--- config.mk ---
export PLATFORM = sky130hd
export DESIGN_NAME = sorted_priority_list_flat
export DESIGN_NICKNAME = d
export VERILOG_FILES = /design/src/spl_pkg.sv /design/src/spl_if.sv /design/src/spl_mem.sv /design/src/spl_seq.sv /design/src/sorted_priority_list.sv /design/src/flat_wrapper.sv
export SDC_FILE = /design/constraint.sdc
export NUM_CORES = 1
export LEC_CHECK = 0
export BUFFER_PORTS_ARGS = -buffer_cell sky130_fd_sc_hd__buf_2
export CAP_MARGIN = 10
export CELL_PAD_IN_SITES_DETAIL_PLACEMENT = 1
export CELL_PAD_IN_SITES_GLOBAL_PLACEMENT = 2
export CORE_AREA = 2 2 292 352
export CTS_CLUSTER_SIZE = 8
export DETAILED_ROUTE_END_ITERATION = 8
export DIE_AREA = 0 0 294 354
export PLACE_DENSITY_LB_ADDON = 0.1
export SKIP_CTS_REPAIR_TIMING = 1
export SLEW_MARGIN = 20
export SYNTH_ARGS = -nofsm -noshare
export SYNTH_HDL_FRONTEND = slang
export SYNTH_SLANG_ARGS = --single-unit
--- constraint.sdc ---
create_clock -name clk -period 4.5 [get_ports clk]
set_clock_uncertainty 0.2 [all_clocks]
set_input_delay 0.45 -clock clk [delete_from_list [all_inputs] [get_ports clk]]
set_output_delay 0.45 -clock clk [all_outputs]
set_load 0.03 [all_outputs]
--- src/spl_pkg.sv ---
// Shared types and constants for the sorted priority list.
// Used by the channel interfaces, the sequencer and the top level.
package spl_pkg;

  localparam int MODE_BITS = 2;
  localparam int INDEX_BITS = 5;
  localparam int COUNT_OUT_BITS = 6;

  localparam logic [MODE_BITS-1:0] MODE_INSERT = 2'd0;
  localparam logic [MODE_BITS-1:0] MODE_REMOVE = 2'd1;
  localparam logic [MODE_BITS-1:0] MODE_READ = 2'd2;

  typedef enum logic [2:0] {
    ST_IDLE,
    ST_INS_WALK,
    ST_INS_PUT,
    ST_RM_SEARCH,
    ST_RM_SHIFT,
    ST_RD_WAIT,
    ST_DONE
  } state_t;

endpackage

--- src/spl_if.sv ---
// Valid/ready channel interfaces for the request and result items.
// Depends on spl_pkg for the fixed field widths.
interface spl_in_if
  import spl_pkg::*;
#(
  parameter int HANDLE_BITS = 16,
  parameter int KEY_BITS = 8
);
  logic                   valid;
  logic                   ready;
  logic [MODE_BITS-1:0]   mode;
  logic [HANDLE_BITS-1:0] handle;
  logic [KEY_BITS-1:0]    pass_key;
  logic [INDEX_BITS-1:0]  read_index;

  modport source (output valid, output mode, output handle, output pass_key,
                  output read_index, input ready);
  modport sink (input valid, input mode, input handle, input pass_key,
                input read_index, output ready);
endinterface

interface spl_out_if
  import spl_pkg::*;
#(
  parameter int HANDLE_BITS = 16,
  parameter int KEY_BITS = 8
);
  logic                      valid;
  logic                      ready;
  logic                      ok;
  logic [COUNT_OUT_BITS-1:0] entry_count;
  logic [HANDLE_BITS-1:0]    out_handle;
  logic [KEY_BITS-1:0]       out_key;

  modport source (output valid, output ok, output entry_count, output out_handle,
                  output out_key, input ready);
  modport sink (input valid, input ok, input entry_count, input out_handle,
                input out_key, output ready);
endinterface

--- src/spl_mem.sv ---
// Entry store: one write port and one registered read port.
// Each word holds a handle in the upper bits and a key in the lower bits.
module spl_mem #(
  parameter int DEPTH = 32,
  parameter int WORD_BITS = 24
) (
  input  logic                     clk,
  input  logic                     we,
  input  logic [$clog2(DEPTH)-1:0] waddr,
  input  logic [WORD_BITS-1:0]     wdata,
  input  logic [$clog2(DEPTH)-1:0] raddr,
  output logic [WORD_BITS-1:0]     rdata
);

  logic [WORD_BITS-1:0] mem [DEPTH];

  always_ff @(posedge clk) begin
    if (we) begin
      mem[waddr] <= wdata;
    end
    rdata <= mem[raddr];
  end

endmodule

--- src/spl_seq.sv ---
// Sequencer: insert and remove walk the store one word a cycle; reads fetch one word.
// Depends on spl_pkg for modes and states, and drives the ports of spl_mem.
module spl_seq
  import spl_pkg::*;
#(
  parameter int LIST_DEPTH = 32,
  parameter int HANDLE_BITS = 16,
  parameter int KEY_BITS = 8
) (
  input  logic                              clk,
  input  logic                              rst,
  input  logic                              in_valid,
  output logic                              in_ready,
  input  logic [MODE_BITS-1:0]              in_mode,
  input  logic [HANDLE_BITS-1:0]            in_handle,
  input  logic [KEY_BITS-1:0]               in_key,
  input  logic [INDEX_BITS-1:0]             in_index,
  output logic                              mem_we,
  output logic [$clog2(LIST_DEPTH)-1:0]     mem_waddr,
  output logic [HANDLE_BITS+KEY_BITS-1:0]   mem_wdata,
  output logic [$clog2(LIST_DEPTH)-1:0]     mem_raddr,
  input  logic [HANDLE_BITS+KEY_BITS-1:0]   mem_rdata,
  output logic                              res_valid,
  input  logic                              res_ready,
  output logic                              res_ok,
  output logic [$clog2(LIST_DEPTH+1)-1:0]   res_count,
  output logic [HANDLE_BITS-1:0]            res_handle,
  output logic [KEY_BITS-1:0]               res_key
);

  localparam int AW = $clog2(LIST_DEPTH);
  localparam int CW = $clog2(LIST_DEPTH + 1);
  localparam int CMPW = (CW > INDEX_BITS) ? CW : INDEX_BITS;
  localparam logic [CW-1:0] FULL_COUNT = CW'(LIST_DEPTH);

  state_t state, state_next;

  logic [CW-1:0]          count;
  logic [AW-1:0]          cur;
  logic [HANDLE_BITS-1:0] op_handle;
  logic [KEY_BITS-1:0]    op_key;

  logic                   in_fire;
  logic [HANDLE_BITS-1:0] rd_handle;
  logic [KEY_BITS-1:0]    rd_key;
  logic                   key_ge;
  logic                   handle_eq;
  logic [AW-1:0]          count_m1;
  logic [CW-1:0]          cur_p1;
  logic                   more_above;
  logic                   cur_zero;
  logic                   idx_in_range;

  assign in_fire = in_valid && in_ready;
  assign rd_handle = mem_rdata[HANDLE_BITS+KEY_BITS-1:KEY_BITS];
  assign rd_key = mem_rdata[KEY_BITS-1:0];
  // The compare logic: one stored word against the held request.
  assign key_ge = (rd_key >= op_key);
  assign handle_eq = (rd_handle == op_handle);
  assign count_m1 = AW'(count - 1'b1);
  assign cur_p1 = CW'(cur) + 1'b1;
  assign more_above = (cur_p1 < count);
  assign cur_zero = (cur == '0);
  assign idx_in_range = (CMPW'(in_index) < CMPW'(count));

  always_comb begin
    state_next = state;
    unique case (state)
      ST_IDLE: begin
        if (in_fire) begin
          priority if (in_mode == MODE_INSERT) begin
            if (count == FULL_COUNT) begin
              state_next = ST_DONE;
            end else if (count == '0) begin
              state_next = ST_INS_PUT;
            end else begin
              state_next = ST_INS_WALK;
            end
          end else if (in_mode == MODE_REMOVE) begin
            state_next = (count == '0) ? ST_DONE : ST_RM_SEARCH;
          end else if (in_mode == MODE_READ) begin
            state_next = idx_in_range ? ST_RD_WAIT : ST_DONE;
          end else begin
            state_next = ST_DONE;
          end
        end
      end
      ST_INS_WALK: begin
        if (!key_ge) begin
          state_next = ST_DONE;
        end else if (cur_zero) begin
          state_next = ST_INS_PUT;
        end
      end
      ST_INS_PUT:   state_next = ST_DONE;
      ST_RM_SEARCH: begin
        if (handle_eq) begin
          state_next = more_above ? ST_RM_SHIFT : ST_DONE;
        end else if (cur_zero) begin
          state_next = ST_DONE;
        end
      end
      ST_RM_SHIFT: begin
        if (!more_above) begin
          state_next = ST_DONE;
        end
      end
      ST_RD_WAIT:   state_next = ST_DONE;
      ST_DONE: begin
        if (res_ready) begin
          state_next = ST_IDLE;
        end
      end
      default:      state_next = ST_IDLE;
    endcase
  end

  always_comb begin
    in_ready = (state == ST_IDLE);
    res_valid = (state == ST_DONE);
    mem_we = 1'b0;
    mem_waddr = cur;
    mem_wdata = {op_handle, op_key};
    mem_raddr = cur;
    unique case (state)
      ST_IDLE: begin
        mem_raddr = (in_mode == MODE_READ) ? AW'(in_index) : count_m1;
      end
      ST_INS_WALK: begin
        // Entries with a key not below the new one move up by one.
        mem_we = 1'b1;
        mem_waddr = AW'(cur_p1);
        mem_wdata = key_ge ? mem_rdata : {op_handle, op_key};
        mem_raddr = AW'(cur - 1'b1);
      end
      ST_INS_PUT: begin
        mem_we = 1'b1;
      end
      ST_RM_SEARCH: begin
        mem_raddr = handle_eq ? AW'(cur_p1) : AW'(cur - 1'b1);
      end
      ST_RM_SHIFT: begin
        mem_we = 1'b1;
        mem_waddr = AW'(cur - 1'b1);
        mem_wdata = mem_rdata;
        mem_raddr = AW'(cur_p1);
      end
      ST_RD_WAIT, ST_DONE: begin
      end
      default: begin
      end
    endcase
  end

  always_ff @(posedge clk) begin
    if (rst) begin
      state <= ST_IDLE;
      count <= '0;
    end else begin
      state <= state_next;
      unique case (state)
        ST_INS_WALK: begin
          if (!key_ge) begin
            count <= count + 1'b1;
          end
        end
        ST_INS_PUT: count <= count + 1'b1;
        ST_RM_SEARCH: begin
          if (handle_eq && !more_above) begin
            count <= count - 1'b1;
          end
        end
        ST_RM_SHIFT: begin
          if (!more_above) begin
            count <= count - 1'b1;
          end
        end
        ST_IDLE, ST_RD_WAIT, ST_DONE: begin
        end
        default: begin
        end
      endcase
    end
  end

  always_ff @(posedge clk) begin
    unique case (state)
      ST_IDLE: begin
        if (in_fire) begin
          op_handle <= in_handle;
          op_key <= in_key;
          res_ok <= 1'b0;
          res_handle <= '0;
          res_key <= '0;
          cur <= (in_mode == MODE_INSERT && count == '0) ? '0 : count_m1;
        end
      end
      ST_INS_WALK: begin
        if (!key_ge) begin
          res_ok <= 1'b1;
        end else if (!cur_zero) begin
          cur <= cur - 1'b1;
        end
      end
      ST_INS_PUT:   res_ok <= 1'b1;
      ST_RM_SEARCH: begin
        if (handle_eq) begin
          if (more_above) begin
            cur <= AW'(cur_p1);
          end else begin
            res_ok <= 1'b1;
          end
        end else if (!cur_zero) begin
          cur <= cur - 1'b1;
        end
      end
      ST_RM_SHIFT: begin
        if (more_above) begin
          cur <= AW'(cur_p1);
        end else begin
          res_ok <= 1'b1;
        end
      end
      ST_RD_WAIT: begin
        res_ok <= 1'b1;
        res_handle <= rd_handle;
        res_key <= rd_key;
      end
      ST_DONE: begin
      end
      default: begin
      end
    endcase
  end

  assign res_count = count;

endmodule

--- src/sorted_priority_list.sv ---
// Sorted priority list: ascending-key list of handle/key entries, one result per item.
// Insert moves entries at or above the insert spot up, then writes; remove searches down
// for the handle, then shifts entries above the match down; read in range reads one word;
// insert on a full list, read past the count or unknown mode go straight to the result.
// A remove can hold the input through its walk. The next item is taken the cycle after a
// result leaves. Reset clears the count and handshake state, not the store.
module sorted_priority_list
  import spl_pkg::*;
#(
  parameter int LIST_DEPTH = 32,
  parameter int HANDLE_BITS = 16,
  parameter int KEY_BITS = 8
) (
  input logic    clk,
  input logic    rst,
  spl_in_if.sink in_ch,
  spl_out_if.source out_ch
);

  localparam int AW = $clog2(LIST_DEPTH);
  localparam int CW = $clog2(LIST_DEPTH + 1);
  localparam int WORD_BITS = HANDLE_BITS + KEY_BITS;

  logic                   mem_we;
  logic [AW-1:0]          mem_waddr;
  logic [WORD_BITS-1:0]   mem_wdata;
  logic [AW-1:0]          mem_raddr;
  logic [WORD_BITS-1:0]   mem_rdata;
  logic                   res_valid;
  logic                   res_ready;
  logic                   res_ok;
  logic [CW-1:0]          res_count;
  logic [HANDLE_BITS-1:0] res_handle;
  logic [KEY_BITS-1:0]    res_key;

  spl_mem #(
    .DEPTH(LIST_DEPTH),
    .WORD_BITS(WORD_BITS)
  ) u_mem (
    .clk(clk),
    .we(mem_we),
    .waddr(mem_waddr),
    .wdata(mem_wdata),
    .raddr(mem_raddr),
    .rdata(mem_rdata)
  );

  spl_seq #(
    .LIST_DEPTH(LIST_DEPTH),
    .HANDLE_BITS(HANDLE_BITS),
    .KEY_BITS(KEY_BITS)
  ) u_seq (
    .clk(clk),
    .rst(rst),
    .in_valid(in_ch.valid),
    .in_ready(in_ch.ready),
    .in_mode(in_ch.mode),
    .in_handle(in_ch.handle),
    .in_key(in_ch.pass_key),
    .in_index(in_ch.read_index),
    .mem_we(mem_we),
    .mem_waddr(mem_waddr),
    .mem_wdata(mem_wdata),
    .mem_raddr(mem_raddr),
    .mem_rdata(mem_rdata),
    .res_valid(res_valid),
    .res_ready(res_ready),
    .res_ok(res_ok),
    .res_count(res_count),
    .res_handle(res_handle),
    .res_key(res_key)
  );

  // The output register lets a new item start while the last result waits.
  assign res_ready = !out_ch.valid || out_ch.ready;

  always_ff @(posedge clk) begin
    if (rst) begin
      out_ch.valid <= 1'b0;
    end else if (res_valid && res_ready) begin
      out_ch.valid <= 1'b1;
    end else if (out_ch.ready) begin
      out_ch.valid <= 1'b0;
    end
  end

  always_ff @(posedge clk) begin
    if (res_valid && res_ready) begin
      out_ch.ok <= res_ok;
      out_ch.entry_count <= COUNT_OUT_BITS'(res_count);
      out_ch.out_handle <= res_handle;
      out_ch.out_key <= res_key;
    end
  end

endmodule

--- src/flat_wrapper.sv ---
// flat-port wrapper written by rule: the top's interface ports become plain ports
module sorted_priority_list_flat import spl_pkg::*;
#(
  parameter int LIST_DEPTH = 32,
  parameter int HANDLE_BITS = 16,
  parameter int KEY_BITS = 8
)
  (clk, rst, in_ch_valid, in_ch_mode, in_ch_handle, in_ch_pass_key, in_ch_read_index, in_ch_ready, out_ch_valid, out_ch_ok, out_ch_entry_count, out_ch_out_handle, out_ch_out_key, out_ch_ready);
  spl_in_if #(.HANDLE_BITS(HANDLE_BITS), .KEY_BITS(KEY_BITS)) in_ch_i ();
  spl_out_if #(.HANDLE_BITS(HANDLE_BITS), .KEY_BITS(KEY_BITS)) out_ch_i ();
  input logic clk;
  input logic rst;
  input wire logic [$bits(in_ch_i.valid)-1:0] in_ch_valid;
  input wire logic [$bits(in_ch_i.mode)-1:0] in_ch_mode;
  input wire logic [$bits(in_ch_i.handle)-1:0] in_ch_handle;
  input wire logic [$bits(in_ch_i.pass_key)-1:0] in_ch_pass_key;
  input wire logic [$bits(in_ch_i.read_index)-1:0] in_ch_read_index;
  output wire logic [$bits(in_ch_i.ready)-1:0] in_ch_ready;
  output wire logic [$bits(out_ch_i.valid)-1:0] out_ch_valid;
  output wire logic [$bits(out_ch_i.ok)-1:0] out_ch_ok;
  output wire logic [$bits(out_ch_i.entry_count)-1:0] out_ch_entry_count;
  output wire logic [$bits(out_ch_i.out_handle)-1:0] out_ch_out_handle;
  output wire logic [$bits(out_ch_i.out_key)-1:0] out_ch_out_key;
  input wire logic [$bits(out_ch_i.ready)-1:0] out_ch_ready;
  assign in_ch_i.valid = in_ch_valid;
  assign in_ch_i.mode = in_ch_mode;
  assign in_ch_i.handle = in_ch_handle;
  assign in_ch_i.pass_key = in_ch_pass_key;
  assign in_ch_i.read_index = in_ch_read_index;
  assign in_ch_ready = in_ch_i.ready;
  assign out_ch_valid = out_ch_i.valid;
  assign out_ch_ok = out_ch_i.ok;
  assign out_ch_entry_count = out_ch_i.entry_count;
  assign out_ch_out_handle = out_ch_i.out_handle;
  assign out_ch_out_key = out_ch_i.out_key;
  assign out_ch_i.ready = out_ch_ready;
  sorted_priority_list #(.LIST_DEPTH(LIST_DEPTH), .HANDLE_BITS(HANDLE_BITS), .KEY_BITS(KEY_BITS)) u_core (.clk(clk), .rst(rst), .in_ch(in_ch_i), .out_ch(out_ch_i));
endmodule
==> flow_summary.json <==
{
  "yosysTopAreaCell": "edfxtp_1",
  "worstSetupStartpoint": "u_core.u_mem.rdata[9]",
  "rows": 128,
  "path_clk_slew_ps": 60,
  "synth_nets": 1839,
  "final_core_util": 0.418,
  "io_pins": 68,
  "drc": 0,
  "min_path_type": "in2reg",
  "viasPerCell": 5.49,
  "grt_pass1_wl_um": 152000,
  "netlist_area_um2": 35000,
  "vdd_ir_drop_max_uv": 566,
  "cp-end-kind": "flip-flop",
  "ys.flop_type": "edfxtp_1",
  "grt_usage": 0.207,
  "area_growth_pct": 20.4,
  "die_y_um": 354,
  "grt_pass1_vias": 19900,
  "final_cell_mix": "edfxtp_1, mux4_2, clkbuf_16",
  "antenna_found_initial": 0,
  "grt.overflow.total": 0,
  "power_density_nw_per_um2": 906,
  "clock_path_buffers": 3,
  "fmax_ghz": 0.232,
  "drtIter0Drc": 1463,
  "final_hold_viol_count": 0,
  "die_area_um2": 104000,
  "hold_start": "in_ch_valid",
  "cts.sinks": 887,
  "seq_area_um2": 26300,
  "p_leak_uw": 0.0134,
  "wl_met1_um": 45800,
  "critPathKind": "reg2reg",
  "nets": 2067,
  "root_buffer": "clkbuf_16",
  "synth_edf_count": 853,
  "synth_cell_type_count": 61,
  "start_util": 0.347,
  "synth_top_area_share": 0.732,
  "multi_input_area_um2": 8490,
  "tightest_slew_ps": 1090,
  "ys_ff_latch": 887,
  "top_layer_used": "met4",
  "placeableCoreArea_um2": 101000,
  "htreeDepth": 3,
  "wl_met2_um": 54800,
  "run_status": "finished, final reports clean",
  "hpwl_um": 62800,
  "ff2ff_path_depth": 11,
  "fillers": 9491,
  "rsz0062_at_grt": "false",
  "grt_max_degree": 59,
  "final_common_cell": "edfxtp_1",
  "numCtsBuffers": 121,
  "dp.cells": 3160,
  "ys_seq_area_frac": 0.751,
  "cts_tree": "yes",
  "cp-start-kind": "flip-flop",
  "wl_met3_um": 4030,
  "min_path_cells": 3,
  "path_max_fanout": 17,
  "slew_viol_final": 0,
  "layoutNonFillerInstCount": 3419,
  "setup_viol": 0,
  "yosys_warnings": 0,
  "avgSynthCellArea_um2": 19.6,
  "holdWs_ps": 46.3,
  "reg2reg_from": "u_core.u_mem.rdata[9]",
  "drive_gt1_frac": 0.278,
  "place_congestion": 0.791,
  "wirelength_um": 107000,
  "post-route-min-period_ps": 4310,
  "firstDrtPassIters": 5,
  "cp.required_ps": 4820,
  "slew_headroom": 0.273,
  "ys_async_sr_fraction": 0,
  "post-route-period-util": 0.958,
  "cap_violations": 0,
  "syn_inst": 1783,
  "clk_latency_ps": 730,
  "portBuffers": 67,
  "wl_per_cell_um": 31.2,
  "synthTopCellsByArea": "edfxtp_1, mux4_2, dfxtp_1, o22ai_1, buf_2",
  "antenna_left": 0,
  "fp.dieW_um": 294,
  "cp.arrival_ps": 4630,
  "vias": 18800
}
## worst paths after layout
kind                                                    end  slack [ps]
worst min register to register  u_core.out_ch.out_handle[6]         210
worst max-delay path                 u_core.u_mem.rdata[16]         190
worst max register to register       u_core.u_mem.rdata[16]         190
worst min-delay path                    u_core.u_seq.res_ok          50
## through the flow
stage          setup TNS (ps)  total power (uW)  worst slack [ps]  instance area (um^2)
2_1_floorplan               0             22800               716                 35000
3_3_place_gp             -975             29700              -500                 38200
3_5_place_dp             -238             29900              -183                 38200
4_1_cts                  -259             38600              -191                 41800
5_1_grt                     0             40000              3.50                 42100
6_report                    0             38200               187                 42100
## worst max-delay path, cell delays in order (launching register included)
cell and delay, ps:
dfxtp_1 620, xor2_1 200, nor4_1 310, buf_4 180, and4_1 380, a21oi_4 160, o221a_1 340, or2_0 310
nand3b_1 220, buf_4 420, o22ai_1 150, nor4_1 610
## state kept, by name (all words and copies together) (netlist names), 3 cells and up
name and count:
u_core.u_seq.state 3, u_core.u_seq.res_handle 16, u_core.out_ch.out_key 8, u_core.u_seq.cur 5
u_core.out_ch.entry_count 6, u_core.out_ch.out_handle 16, u_core.u_seq.res_key 8, u_core.u_mem.mem 768
u_core.u_seq.res_count 6, u_core.u_seq.op_key 8, u_core.u_mem.rdata 24, u_core.u_seq.op_handle 16
## cells in the mapped netlist (2+ instances only)
cell type	n
ha_1	21
nor2b_1	3
o22ai_2	20
a21oi_1	31
mux4_2	192
buf_2	54
or3b_1	3
a22oi_1	7
nand2_1	36
and3_1	6
o32a_1	4
o22ai_1	105
inv_1	22
nor2_1	68
nand4_1	4
nand2b_1	10
buf_1	4
a211oi_1	4
nor4_1	31
nand3b_1	2
or2_2	3
nor3_1	17
a31oi_1	3
o21ai_0	32
o21bai_1	2
o21a_1	28
o211ai_1	2
a21o_1	6
clkbuf_1	44
mux2i_1	4
and2_1	25
o22a_1	2
xnor2_1	14
xor2_1	21
dfxtp_1	34
buf_6	3
o221ai_1	27
nand3_1	13
o31ai_1	2
edfxtp_1	853
## per-layer routing
metal / track usage / up-vias
li1: - / 7920
met1: 0.276 / 10200
met2: 0.358 / 462
met3: 0.0239 / 134
met4: 0.0546 / 0
met5: 0 / -
## cells by family after synthesis
| kind of cell | after synthesis | synth area share |
|---|---|---|
| xor gates and xnor gates | 35 | 0.00876 |
| buffers and inverters | 128 | 0.0163 |
| DFF | 887 | 0.751 |
| AOI/OAI and AO/OA | 289 | 0.0588 |
| and+or+nand+nor | 226 | 0.0323 |
| muxes | 197 | 0.125 |
| adders and majority gates | 21 | 0.00751 |
## where the power goes
part / internal, uW / leakage [uW] / switching [uW] / total (uW)
combinational: 6660 / 0.00369 / 10400 / 17000
sequential: 12000 / 0.00804 / 627 / 12600
clock: 5060 / 0.00169 / 3510 / 8570
total: 23700 / 0.0134 / 14500 / 38200
## cell type report
cell class,count,share of cell area
clock inverter,9,0.00472
antenna,2,0.000119
sequential,887,0.624
inverter,23,0.00205
clock buffer,220,0.0807
multi-input combinational,768,0.201
tap,1300,0.0386
timing repair buffer,210,0.0485
Note: power is estimated with default switching activity, not from simulation.
